`src/rtl/otst_pkg.sv`:
```
// Package for the one-shot timer table: slot record, command record,
// command and status codes. No dependencies.
`default_nettype none

package otst_pkg;

  localparam int MAX_RESULTS = 8;
  localparam int CNT_W = 4;

  localparam logic [2:0] REQ_ADD    = 3'd0;
  localparam logic [2:0] REQ_MODIFY = 3'd1;
  localparam logic [2:0] REQ_START  = 3'd2;
  localparam logic [2:0] REQ_DELETE = 3'd3;
  localparam logic [2:0] REQ_TICK   = 3'd4;

  localparam logic [2:0] RC_OK         = 3'd0;
  localparam logic [2:0] RC_BAD_PARAM  = 3'd1;
  localparam logic [2:0] RC_BAD_HANDLE = 3'd2;
  localparam logic [2:0] RC_NO_TIMER   = 3'd3;
  localparam logic [2:0] RC_NOT_READY  = 3'd4;

  typedef enum logic [1:0] {
    SLOT_IDLE  = 2'd0,
    SLOT_READY = 2'd1,
    SLOT_RUN   = 2'd2
  } slot_state_t;

  typedef enum logic [1:0] {
    FSM_IDLE,
    FSM_PASS,
    FSM_FINISH
  } fsm_t;

  typedef struct packed {
    slot_state_t state;
    logic [31:0] ticks;
    logic [31:0] cb;
    logic [31:0] tag;
  } slot_t;

  typedef struct packed {
    logic [2:0]  req;
    logic [7:0]  idx;
    logic [31:0] ticks;
    logic [31:0] cb;
    logic [31:0] tag;
  } cmd_t;

  // what the update unit reports about the slot it just handled
  typedef struct packed {
    logic       hit;
    logic [2:0] status;
    logic       expire;
  } proc_evt_t;

endpackage

`default_nettype wire

```
`src/rtl/otst_cell.sv`:
```
// One timer slot of the ring. Takes its neighbor's record each cycle
// while the ring turns. Depends on otst_pkg.
`default_nettype none

module otst_cell import otst_pkg::*; (
  input  wire logic  clk,
  input  wire logic  rst,
  input  wire logic  shift_en,
  input  wire slot_t slot_in,
  output slot_t      slot_out
);

  slot_t slot;

  always_ff @(posedge clk) begin
    if (shift_en) begin
      slot <= slot_in;
    end
    if (rst) begin
      slot.state <= SLOT_IDLE;
    end
  end

  assign slot_out = slot;

endmodule

`default_nettype wire

```
`src/rtl/otst_proc.sv`:
```
// Slot update unit: applies the current command to the record leaving
// the head of the ring. Depends on otst_pkg.
`default_nettype none

module otst_proc import otst_pkg::*; (
  input  wire cmd_t       cmd,
  input  wire logic [7:0] slot_idx,
  input  wire logic       add_done,
  input  wire logic       cnt_full,
  input  wire slot_t      slot_in,
  output slot_t           slot_out,
  output proc_evt_t       evt
);

  logic        match;
  logic [31:0] dec;

  assign match = (slot_idx == cmd.idx);
  assign dec   = slot_in.ticks - 32'd1;

  always_comb begin
    slot_out   = slot_in;
    evt.hit    = 1'b0;
    evt.status = RC_OK;
    evt.expire = 1'b0;
    case (cmd.req)
      REQ_ADD: begin
        if (cmd.cb != 32'd0 && !add_done && slot_in.state == SLOT_IDLE) begin
          slot_out.state = SLOT_READY;
          slot_out.ticks = cmd.ticks;
          slot_out.cb    = cmd.cb;
          slot_out.tag   = cmd.tag;
          evt.hit        = 1'b1;
        end
      end
      REQ_MODIFY: begin
        if (match) begin
          evt.hit = 1'b1;
          if (slot_in.state == SLOT_IDLE) begin
            evt.status = RC_NO_TIMER;
          end else begin
            slot_out.ticks = cmd.ticks;
          end
        end
      end
      REQ_START: begin
        if (match) begin
          evt.hit = 1'b1;
          if (slot_in.state != SLOT_READY) begin
            evt.status = RC_NOT_READY;
          end else begin
            slot_out.state = SLOT_RUN;
          end
        end
      end
      REQ_DELETE: begin
        if (match) begin
          evt.hit = 1'b1;
          if (slot_in.state == SLOT_IDLE) begin
            evt.status = RC_BAD_HANDLE;
          end else begin
            slot_out.state = SLOT_IDLE;
          end
        end
      end
      REQ_TICK: begin
        // once the expiry budget is spent, a slot about to hit zero waits
        if (slot_in.state == SLOT_RUN && !(slot_in.ticks == 32'd1 && cnt_full)) begin
          slot_out.ticks = dec;
          if (dec == 32'd0) begin
            slot_out.state = SLOT_IDLE;
            evt.expire     = 1'b1;
          end
        end
      end
      default: begin
      end
    endcase
  end

endmodule

`default_nettype wire

```
`src/rtl/one_shot_timer_table.sv`:
```
// Channel  | Handshake                 | Beat
// ---------+---------------------------+---------------------------------------------
// command  | start & !busy             | req_type timer_index tick_count callback_id
//          |                           | user_tag
// result   | result_valid (one cycle)  | status_code is_expiry result_index
//          |                           | expired_callback expired_tag last_result
//
// Each command turns the ring of TIMER_SLOTS cells once through the slot update
// unit while busy is high; the next command is taken only once busy is low. An
// expiry is held until the next one is found and goes out the cycle after that;
// the final beat shows in the first cycle with busy low. Reset returns all
// slots to idle. Results cannot be held off by the receiver.
// Depends on otst_pkg, otst_cell, otst_proc.
`default_nettype none

module one_shot_timer_table import otst_pkg::*; #(
  parameter int TIMER_SLOTS = 8
) (
  input  wire logic        clk,
  input  wire logic        rst,
  input  wire logic        start,
  output logic             busy,
  input  wire logic [2:0]  req_type,
  input  wire logic [7:0]  timer_index,
  input  wire logic [31:0] tick_count,
  input  wire logic [31:0] callback_id,
  input  wire logic [31:0] user_tag,
  output logic             result_valid,
  output logic [2:0]       status_code,
  output logic             is_expiry,
  output logic [7:0]       result_index,
  output logic [31:0]      expired_callback,
  output logic [31:0]      expired_tag,
  output logic             last_result
);

  localparam int IW = (TIMER_SLOTS > 1) ? $clog2(TIMER_SLOTS) : 1;
  localparam logic [IW-1:0] LAST_STEP = IW'(TIMER_SLOTS - 1);

  fsm_t            fsm, fsm_next;
  cmd_t            cmd;
  logic [IW-1:0]   step;
  logic            add_done;
  logic [2:0]      status;
  logic [7:0]      res_index;
  logic [CNT_W-1:0] exp_cnt;
  logic            pend;
  logic [7:0]      pend_index;
  logic [31:0]     pend_cb;
  logic [31:0]     pend_tag;

  logic            accept;
  logic            shift_en;
  logic            cnt_full;
  slot_t           cell_q [TIMER_SLOTS];
  slot_t           proc_out;
  proc_evt_t       evt;

  assign accept   = start && !busy;
  assign shift_en = (fsm == FSM_PASS);
  assign cnt_full = (exp_cnt >= CNT_W'(MAX_RESULTS));

  // ring: cell i takes cell i+1, the tail takes the updated head record
  for (genvar i = 0; i < TIMER_SLOTS; i++) begin : g_cell
    slot_t cell_in;
    if (i == TIMER_SLOTS - 1) begin : g_tail
      assign cell_in = proc_out;
    end else begin : g_mid
      assign cell_in = cell_q[i+1];
    end
    otst_cell u_cell (
      .clk      (clk),
      .rst      (rst),
      .shift_en (shift_en),
      .slot_in  (cell_in),
      .slot_out (cell_q[i])
    );
  end

  otst_proc u_proc (
    .cmd      (cmd),
    .slot_idx (8'(step)),
    .add_done (add_done),
    .cnt_full (cnt_full),
    .slot_in  (cell_q[0]),
    .slot_out (proc_out),
    .evt      (evt)
  );

  always_ff @(posedge clk) begin
    if (rst) begin
      fsm <= FSM_IDLE;
    end else begin
      fsm <= fsm_next;
    end
  end

  always_comb begin
    fsm_next = fsm;
    busy     = 1'b1;
    case (fsm)
      FSM_IDLE: begin
        busy = 1'b0;
        if (start) begin
          fsm_next = FSM_PASS;
        end
      end
      FSM_PASS: begin
        if (step == LAST_STEP) begin
          fsm_next = FSM_FINISH;
        end
      end
      FSM_FINISH: begin
        fsm_next = FSM_IDLE;
      end
      default: begin
        fsm_next = FSM_IDLE;
      end
    endcase
  end

  // command bookkeeping
  always_ff @(posedge clk) begin
    if (accept) begin
      cmd.req   <= req_type;
      cmd.idx   <= timer_index;
      cmd.ticks <= tick_count;
      cmd.cb    <= callback_id;
      cmd.tag   <= user_tag;
      step      <= '0;
      add_done  <= 1'b0;
      res_index <= 8'd0;
      exp_cnt   <= '0;
      pend      <= 1'b0;
      case (req_type)
        REQ_ADD: begin
          status <= (callback_id == 32'd0) ? RC_BAD_PARAM : RC_NO_TIMER;
        end
        REQ_MODIFY, REQ_START, REQ_DELETE: begin
          status <= (timer_index >= 8'(TIMER_SLOTS)) ? RC_BAD_HANDLE : RC_OK;
        end
        REQ_TICK: begin
          status <= RC_OK;
        end
        default: begin
          status <= RC_BAD_PARAM;
        end
      endcase
    end else if (fsm == FSM_PASS) begin
      step <= step + IW'(1);
      if (evt.hit) begin
        status <= evt.status;
        if (cmd.req == REQ_ADD) begin
          add_done  <= 1'b1;
          res_index <= 8'(step);
        end
      end
      if (evt.expire) begin
        exp_cnt    <= exp_cnt + CNT_W'(1);
        pend       <= 1'b1;
        pend_index <= 8'(step);
        pend_cb    <= cell_q[0].cb;
        pend_tag   <= cell_q[0].tag;
      end
    end
    if (rst) begin
      pend     <= 1'b0;
      add_done <= 1'b0;
      exp_cnt  <= '0;
    end
  end

  // result register: a held expiry goes out when the next one shows up,
  // the last one, or else the status beat, at the end of the turn
  always_ff @(posedge clk) begin
    result_valid <= 1'b0;
    if (fsm == FSM_PASS && evt.expire && pend) begin
      result_valid     <= 1'b1;
      status_code      <= RC_OK;
      is_expiry        <= 1'b1;
      result_index     <= pend_index;
      expired_callback <= pend_cb;
      expired_tag      <= pend_tag;
      last_result      <= 1'b0;
    end else if (fsm == FSM_FINISH) begin
      result_valid <= 1'b1;
      last_result  <= 1'b1;
      if (pend) begin
        status_code      <= RC_OK;
        is_expiry        <= 1'b1;
        result_index     <= pend_index;
        expired_callback <= pend_cb;
        expired_tag      <= pend_tag;
      end else begin
        status_code      <= status;
        is_expiry        <= 1'b0;
        result_index     <= res_index;
        expired_callback <= 32'd0;
        expired_tag      <= 32'd0;
      end
    end
    if (rst) begin
      result_valid <= 1'b0;
    end
  end

  a_end_beat: assert property (@(posedge clk) disable iff (rst)
    $fell(busy) && !$past(rst) |-> result_valid && last_result)
    else $error("busy dropped without the final result beat");

  a_mid_beat: assert property (@(posedge clk) disable iff (rst)
    result_valid && !last_result |-> busy && is_expiry)
    else $error("non-final beat outside a tick pass");

  a_exp_budget: assert property (@(posedge clk) disable iff (rst)
    exp_cnt <= CNT_W'(MAX_RESULTS))
    else $error("expiry count past its limit");

endmodule

`default_nettype wire

```
`config.mk`:
```
export PLATFORM = sky130hd
export DESIGN_NAME = one_shot_timer_table
export DESIGN_NICKNAME = d
export VERILOG_FILES = /design/src/rtl/otst_pkg.sv /design/src/rtl/otst_cell.sv /design/src/rtl/otst_proc.sv /design/src/rtl/one_shot_timer_table.sv
export SDC_FILE = /design/constraint.sdc
export NUM_CORES = 1
export LEC_CHECK = 0
export BUFFER_PORTS_ARGS = -buffer_cell sky130_fd_sc_hd__buf_4
export CORE_UTILIZATION = 41
export CTS_CLUSTER_SIZE = 28
export DETAILED_ROUTE_END_ITERATION = 10
export PLACE_DENSITY_LB_ADDON = 0.15
export SYNTH_ARGS = -nofsm -noshare
export SYNTH_HDL_FRONTEND = slang
export SYNTH_SLANG_ARGS = --single-unit
```
`constraint.sdc`:
```
create_clock -name clk -period 38.8 [get_ports clk]
set_input_delay 7.76 -clock clk [delete_from_list [all_inputs] [get_ports clk]]
set_output_delay 7.76 -clock clk [all_outputs]
set_load 0.005 [all_outputs]
```
==> results of run 1 <==
==> layout make-up <==
cell class	count	area (um2)
Fill cell	7138	43880
Sequential cell	1048	31110
Multi-Input combinational cell	579	3935
Clock buffer	140	2883
Timing Repair Buffer	205	1539
Tap cell	1144	1431
Clock inverter	55	424.2
Inverter	17	76.32
Antenna cell	1	2.502
==> cell families (layout without fill, tap and decap cells) <==
| family | Yosys count | count (layout) | share of synthesized area |
|---|---|---|---|
| buffers and inverters | 73 | 417 | 0.008893 |
| muxes | 73 | 73 | 0.02306 |
| DFF | 1048 | 1048 | 0.8809 |
| adders and majority gates | 6 | 6 | 0.002126 |
| xor gates and xnor gates | 15 | 15 | 0.003720 |
| other | 1 | 6 | 0.0001062 |
| and+or+nand+nor | 316 | 316 | 0.05073 |
| AOI/OAI and AO/OA | 164 | 164 | 0.03044 |
==> per-stage QoR <==
step	setup slack, ns	power (mW)
final	29.54	2.380
after global placement	28.72	1.431
after CTS	29.33	2.414
after global routing	29.40	2.466
after floorplan	15.82	1.454
after detailed placement	28.63	1.436
==> where the power goes <==
part	internal (mW)	switching (mW)	total, mW	leakage (nW)
Combinational	0.0199	0.0473	0.0672	2.29
Sequential	1.32	0.0246	1.34	9.90
Clock	0.555	0.415	0.970	1.63
==> cells in the final DEF, fill, tap and decap left out, types with 5 or more instances in the layout <==
cell type / instances
xnor2_1: 15
clkinv_2: 20
a21oi_1: 64
clkinv_1: 21
o211ai_1: 8
nand4_1: 21
a221o_1: 5
o31ai_1: 6
and2_1: 67
clkbuf_1: 26
ha_1: 6
and3_1: 10
inv_6: 5
clkbuf_8: 6
inv_1: 15
nand2_1: 70
o21ai_0: 17
dfxtp_1: 35
mux2i_1: 6
o22ai_1: 12
bufinv_16: 5
nor4_1: 32
buf_4: 205
conb_1: 5
nor3_1: 14
o2bb2ai_1: 8
edfxtp_1: 1012
mux2_2: 67
nand3_1: 15
clkbuf_16: 108
nor2_1: 44
nor4_4: 5
==> registers in the layout, indices dropped and copies added, names as in the netlist, 2 cells and up <==
name	flops
result_index	3
status_code	3
pend_index	3
g_cell.u_cell.slot_out	784
step	3
expired_tag	32
exp_cnt	4
expired_callback	32
cmd	107
res_index	3
pend_tag	32
fsm	2
pend_cb	32
status	3
==> worst max-delay path, cell delays in order <==
cell and delay (ns):
buf_4 0.12, nor4_1 0.60, buf_4 0.25, nand3_1 0.17
nor3_1 0.57, o41ai_1 0.16
==> metal layers <==
| metal | up-vias | part of all wire | wire (um) |
|---|---|---|---|
| li1 | 7239 | - | - |
| met4 | 0 | 0.025 | 1562 |
| met2 | 385 | 0.45 | 28740 |
| met5 | - | 0 | 0 |
| met1 | 8052 | 0.48 | 30180 |
| met3 | 107 | 0.047 | 2996 |
==> path summary, 6_finish.rpt <==
| path | slack (ns) | startpoint | cells after the start | to |
|---|---|---|---|---|
| worst max-delay path | 29.54 | callback_id[27] | 6 | status[1] |
| worst min-delay path | 0.41 | g_cell[3].u_cell.slot_out[69] | 0 | g_cell[2].u_cell.slot_out[69] |
| worst max register to register | 34.03 | g_cell[0].u_cell.slot_out[67] | 8 | pend_cb[13] |
| worst min register to register | 0.41 | g_cell[3].u_cell.slot_out[69] | 0 | g_cell[2].u_cell.slot_out[69] |
==> flow_metrics.py, run 1 <==
metrics = {
    "placed_design": {
        "post_dp_cell_area_um2": 38090,
        "dp_cells": 2993,
        "dpl.hpwl_um": 36900,
        "portBuffers": 183,
        "gp_congestion": 0.8713,
    },
    "finish": {
        "syn2layout_area_growth_pct": 17.24,
        "final_layout_size_suffix_gt1_frac": 0.2153,
        "nNetsFinal": 2073,
        "utilization": 0.4855,
        "instances_no_fill": 3189,
        "design_area_um2": 41400,
    },
    "routing": {
        "vias": 15783,
        "drc": 0,
        "drt-pass1-iter-count": 7,
        "drt-initial-drc-count": 1445,
        "vias_per_cell": 4.949,
        "drtAntennaViolNets": 0,
        "totalWireLength_um": 63480,
        "wl_per_cell_um": 19.91,
    },
    "clock_network": {
        "clkSinkCount": 1048,
        "cts_tree": "built",
        "cts_setup_buffers": 0,
        "clk_latency_ns": 0.67,
        "clockRootBuffer": "clkbuf_16",
        "cts_buffers": 106,
        "cts_htree_levels": 3,
        "post_cts_resized": 0,
        "clockBufferDepth": 3,
        "cts.hold.buffers_added": 0,
        "path_clk_slew_ns": 0.06,
    },
    "global_routing": {
        "grt_pass1_vias": 15380,
        "grt.busiest_layer": "met2",
        "grt_usage": 0.1446,
        "grt_pass1_wl_um": 94020,
        "grtUsageMet3": 0.03015,
        "antenna_found_initial": 1,
        "grt_overflow": 0,
        "grt_use_met2": 0.2149,
        "gr-usage-met1": 0.2133,
        "grt_max_degree": 161,
    },
    "power": {
        "irDropWorstVdd_mv": 0.03777,
        "power.density_nw_per_um2": 57.48,
        "p_leak_nw": 13.81,
    },
    "sta": {
        "skew_ns": 0.03162,
        "fmax_mhz": 108.0,
        "finalCritPeriodShare": 0.2386,
        "hold_slack_ns": 0.4093,
        "fin_crit_ns": 9.259,
        "drv_slew": 0,
        "final_hold_viol_count": 0,
        "rsz0062_at_grt": "false",
        "slew_headroom": 0.2544,
        "tightest_slew_ns": 1.118,
        "fin_tns_setup_ns": 0,
        "setup_viol": 0,
    },
    "synthesis": {
        "synth.top_cells.by_area": "edfxtp_1 (86%), mux2_2 (2.1%), dfxtp_1 (2.0%)",
        "synthTopCellsByCount": "edfxtp_1 (1012), nand2_1 (70), and2_1 (67), mux2_2 (67), a21oi_1 (64)",
        "synth-seq-cells": 1048,
        "syn_area_per_cell_um2": 20.82,
        "synth_top_area_share": 0.8605,
        "synth.largest_area_cell": "edfxtp_1",
        "synth-edff-count": 1012,
        "async_reset_ff_frac": 0,
        "synth_cells": 1696,
        "syn_area_um2": 35320,
        "synth_cell_types": 68,
        "ys_seq_area_frac": 0.8809,
        "synth_warnings": 0,
        "yosysMostFrequentCell": "edfxtp_1",
        "synth_flop_cell": "edfxtp_1",
    },
    "floorplan": {
        "io_pins": 189,
        "die_area_um2": 87310,
        "core-area_um2": 85280,
        "die_x_um": 295.5,
        "die_y_um": 295.5,
        "rows": 107,
        "start_util": 0.4141,
    },
    "worst_setup_path": {
        "worstSetupStartpointType": "input port",
        "crit_arrival_ns": 9.63,
        "required_ns": 39.17,
        "endpoint_kind": "flop",
        "path_max_fanout": 2,
        "crit_type": "in2reg",
    },
    "min_path": {
        "hold_path.class": "reg2reg",
    },
    "run": {
        "cap_violations": 0,
    },
    "outcome": {
        "status": "complete, no violations",
    },
}
(Power assumes the default switching activity.)
==> run 2: changes to the inputs <==
clock period = 8.36 ns   (was 38.8 ns; I/O delays follow)
==> flow_metrics.py, run 2 (synthesized netlist as in run 1, its figures left out) <==
metrics = {
    "routing": {
        "wl_per_cell_um": 20.44,
        "vias": 15860,
        "drc": 0,
        "drtAntennaViolNets": 0,
        "drt-initial-drc-count": 1231,
        "totalWireLength_um": 65030,
        "drt-pass1-iter-count": 5,
        "vias_per_cell": 4.986,
    },
    "sta": {
        "setup_viol": 0,
        "skew_ns": 0.02232,
        "finalCritPeriodShare": 0.5796,
        "fin_tns_setup_ns": 0,
        "hold_slack_ns": 0.4097,
        "drv_slew": 0,
        "fin_crit_ns": 4.846,
        "rsz0062_at_grt": "false",
        "slew_headroom": 0.1848,
        "tightest_slew_ns": 1.223,
        "setup_slack_ns": 3.514,
        "final_hold_viol_count": 0,
        "fmax_mhz": 206.4,
    },
    "global_routing": {
        "grt_usage": 0.1486,
        "grt_max_degree": 217,
        "grt_pass1_vias": 15541,
        "antenna_found_initial": 0,
        "grt_overflow": 0,
        "grt_pass1_wl_um": 96570,
    },
    "worst_setup_path": {
        "cp_common_cell": "nand4_1",
        "worstSetupStartpointType": "flop",
        "crit_arrival_ns": 5.12,
        "reg2regPathDepth": 8,
        "critPathTopFamily": "simple AND/OR/NAND/NOR gates",
        "crit_type": "reg2reg",
        "endpoint_kind": "flop",
        "required_ns": 8.64,
        "path_max_fanout": 55,
        "path_cells": "nor4_4 > nand4_1 > o21ai_0 > nand4_1 > nor4_2 > nand4_1 > o21ai_4 > buf_4",
        "critPathSlowestCell": "buf_4",
        "critPathBufInv": 1,
        "path_depth": 8,
        "critPathMaxStageDelay_ns": 0.74,
    },
    "placed_design": {
        "gp_congestion": 0.8489,
        "portBuffers": 183,
        "dp_cells": 2990,
        "dpl_worst_slack_ns": 3.492,
        "post_dp_cell_area_um2": 38080,
        "dpl.hpwl_um": 38220,
    },
    "power": {
        "irDropWorstVdd_mv": 0.2089,
        "swShare": 0.2066,
        "p_leak_nw": 13.78,
        "p_sw_mw": 2.286,
        "power.density_nw_per_um2": 267.3,
        "pwr-share-seq": 0.563,
        "clkPwrFrac": 0.408,
        "p_comb_frac": 0.029,
        "p_int_mw": 8.777,
    },
    "min_path": {
        "holdPathStages": 0,
        "hold_path.class": "reg2reg",
    },
    "floorplan": {
        "core-area_um2": 85280,
        "start_util": 0.4141,
        "rows": 107,
        "die_x_um": 295.5,
        "die_area_um2": 87310,
        "io_pins": 189,
        "die_y_um": 295.5,
    },
    "finish": {
        "largest_reg_flops": 784,
        "diodes": 0,
        "layout_common_cells": "edfxtp_1 (1012), buf_4 (201), clkbuf_16 (105), nand2_1 (70)",
        "instances_no_fill": 3181,
        "syn2layout_area_growth_pct": 17.20,
        "final_layout_size_suffix_gt1_frac": 0.2140,
        "nNetsFinal": 2069,
        "layout_commonest_cell": "edfxtp_1",
        "design_area_um2": 41390,
    },
    "clock_network": {
        "clockRootBuffer": "clkbuf_16",
        "path_clk_slew_ns": 0.06,
        "cts_setup_buffers": 0,
        "cts.hold.buffers_added": 0,
        "clk_latency_ns": 0.67,
        "clockBufferDepth": 3,
        "cts_htree_levels": 3,
        "clkSinkCount": 1048,
        "cts_buffers": 105,
        "post_cts_resized": 0,
        "cts_tree": "built",
    },
    "run": {
        "cap_violations": 0,
    },
    "outcome": {
        "status": "complete, no violations",
    },
}
==> run 2: changes by cell type in the layout (fill, tap and decap cells not counted), moves of 2 or more <==
cell	before	now
clkbuf_1	26	21
clkbuf_8	6	0
clkbuf_16	108	105
bufinv_16	5	8
clkinvlp_4	2	5
buf_4	205	201
inv_16	1	3
clkinv_1	21	23
==> run 2: final timing paths <==
kind	startpoint	end	slack [ns]
worst max-delay path	g_cell[0].u_cell.slot_out[67]	expired_callback[12]	3.51
worst min-delay path	g_cell[2].u_cell.slot_out[15]	g_cell[1].u_cell.slot_out[15]	0.41
worst max register to register	g_cell[0].u_cell.slot_out[67]	expired_callback[12]	3.51
worst min register to register	g_cell[2].u_cell.slot_out[15]	g_cell[1].u_cell.slot_out[15]	0.41
==> run 2: per-stage QoR <==
step / util / power [mW]
after global placement: 0.4466 / 6.651
after detailed placement: 0.4466 / 6.667
final: 0.4854 / 11.06
after CTS: 0.4854 / 11.22
after floorplan: - / 6.549
after global routing: 0.4854 / 11.44
==> run 2: worst reg2reg max path, delay by kind of cell (launching register included) <==
kind                   cells  cell delay, ns
AND/OR/NAND/NOR            5            2.05
buffers and inverters      1            0.75
AO/OA/AOI/OAI              2            0.98
flip-flops                 1            0.56
==> run 2: layout make-up <==
| class | instances | area [um2] |
|---|---|---|
| multi-input combinational | 579 | 3935 |
| fill | 7101 | 43890 |
| clock buffer | 126 | 2706 |
| clock inverter | 65 | 601.8 |
| inverter | 17 | 76.32 |
| tap | 1144 | 1431 |
| timing repair buffer | 202 | 1529 |
| sequential | 1048 | 31110 |
==> run 2: power by group through the flow <==
stage / Clock, mW / Sequential (mW) / Combinational, mW
4_1_cts: 4.66 / 6.24 / 0.328
2_1_floorplan: 0 / 6.35 / 0.199
3_5_place_dp: 0 / 6.34 / 0.327
3_3_place_gp: 0 / 6.33 / 0.320
5_1_grt: 4.83 / 6.26 / 0.351
6_report: 4.51 / 6.23 / 0.319
==> run 2: metal layers <==
layer  vias to the layer above  global-route usage  wire, um
met5                         -                   0         0
met4                         0             0.05207      1816
met3                       134             0.02443      2675
met2                       387              0.2209     29390
met1                      8101              0.2217     31160
li1                       7238                   -         -
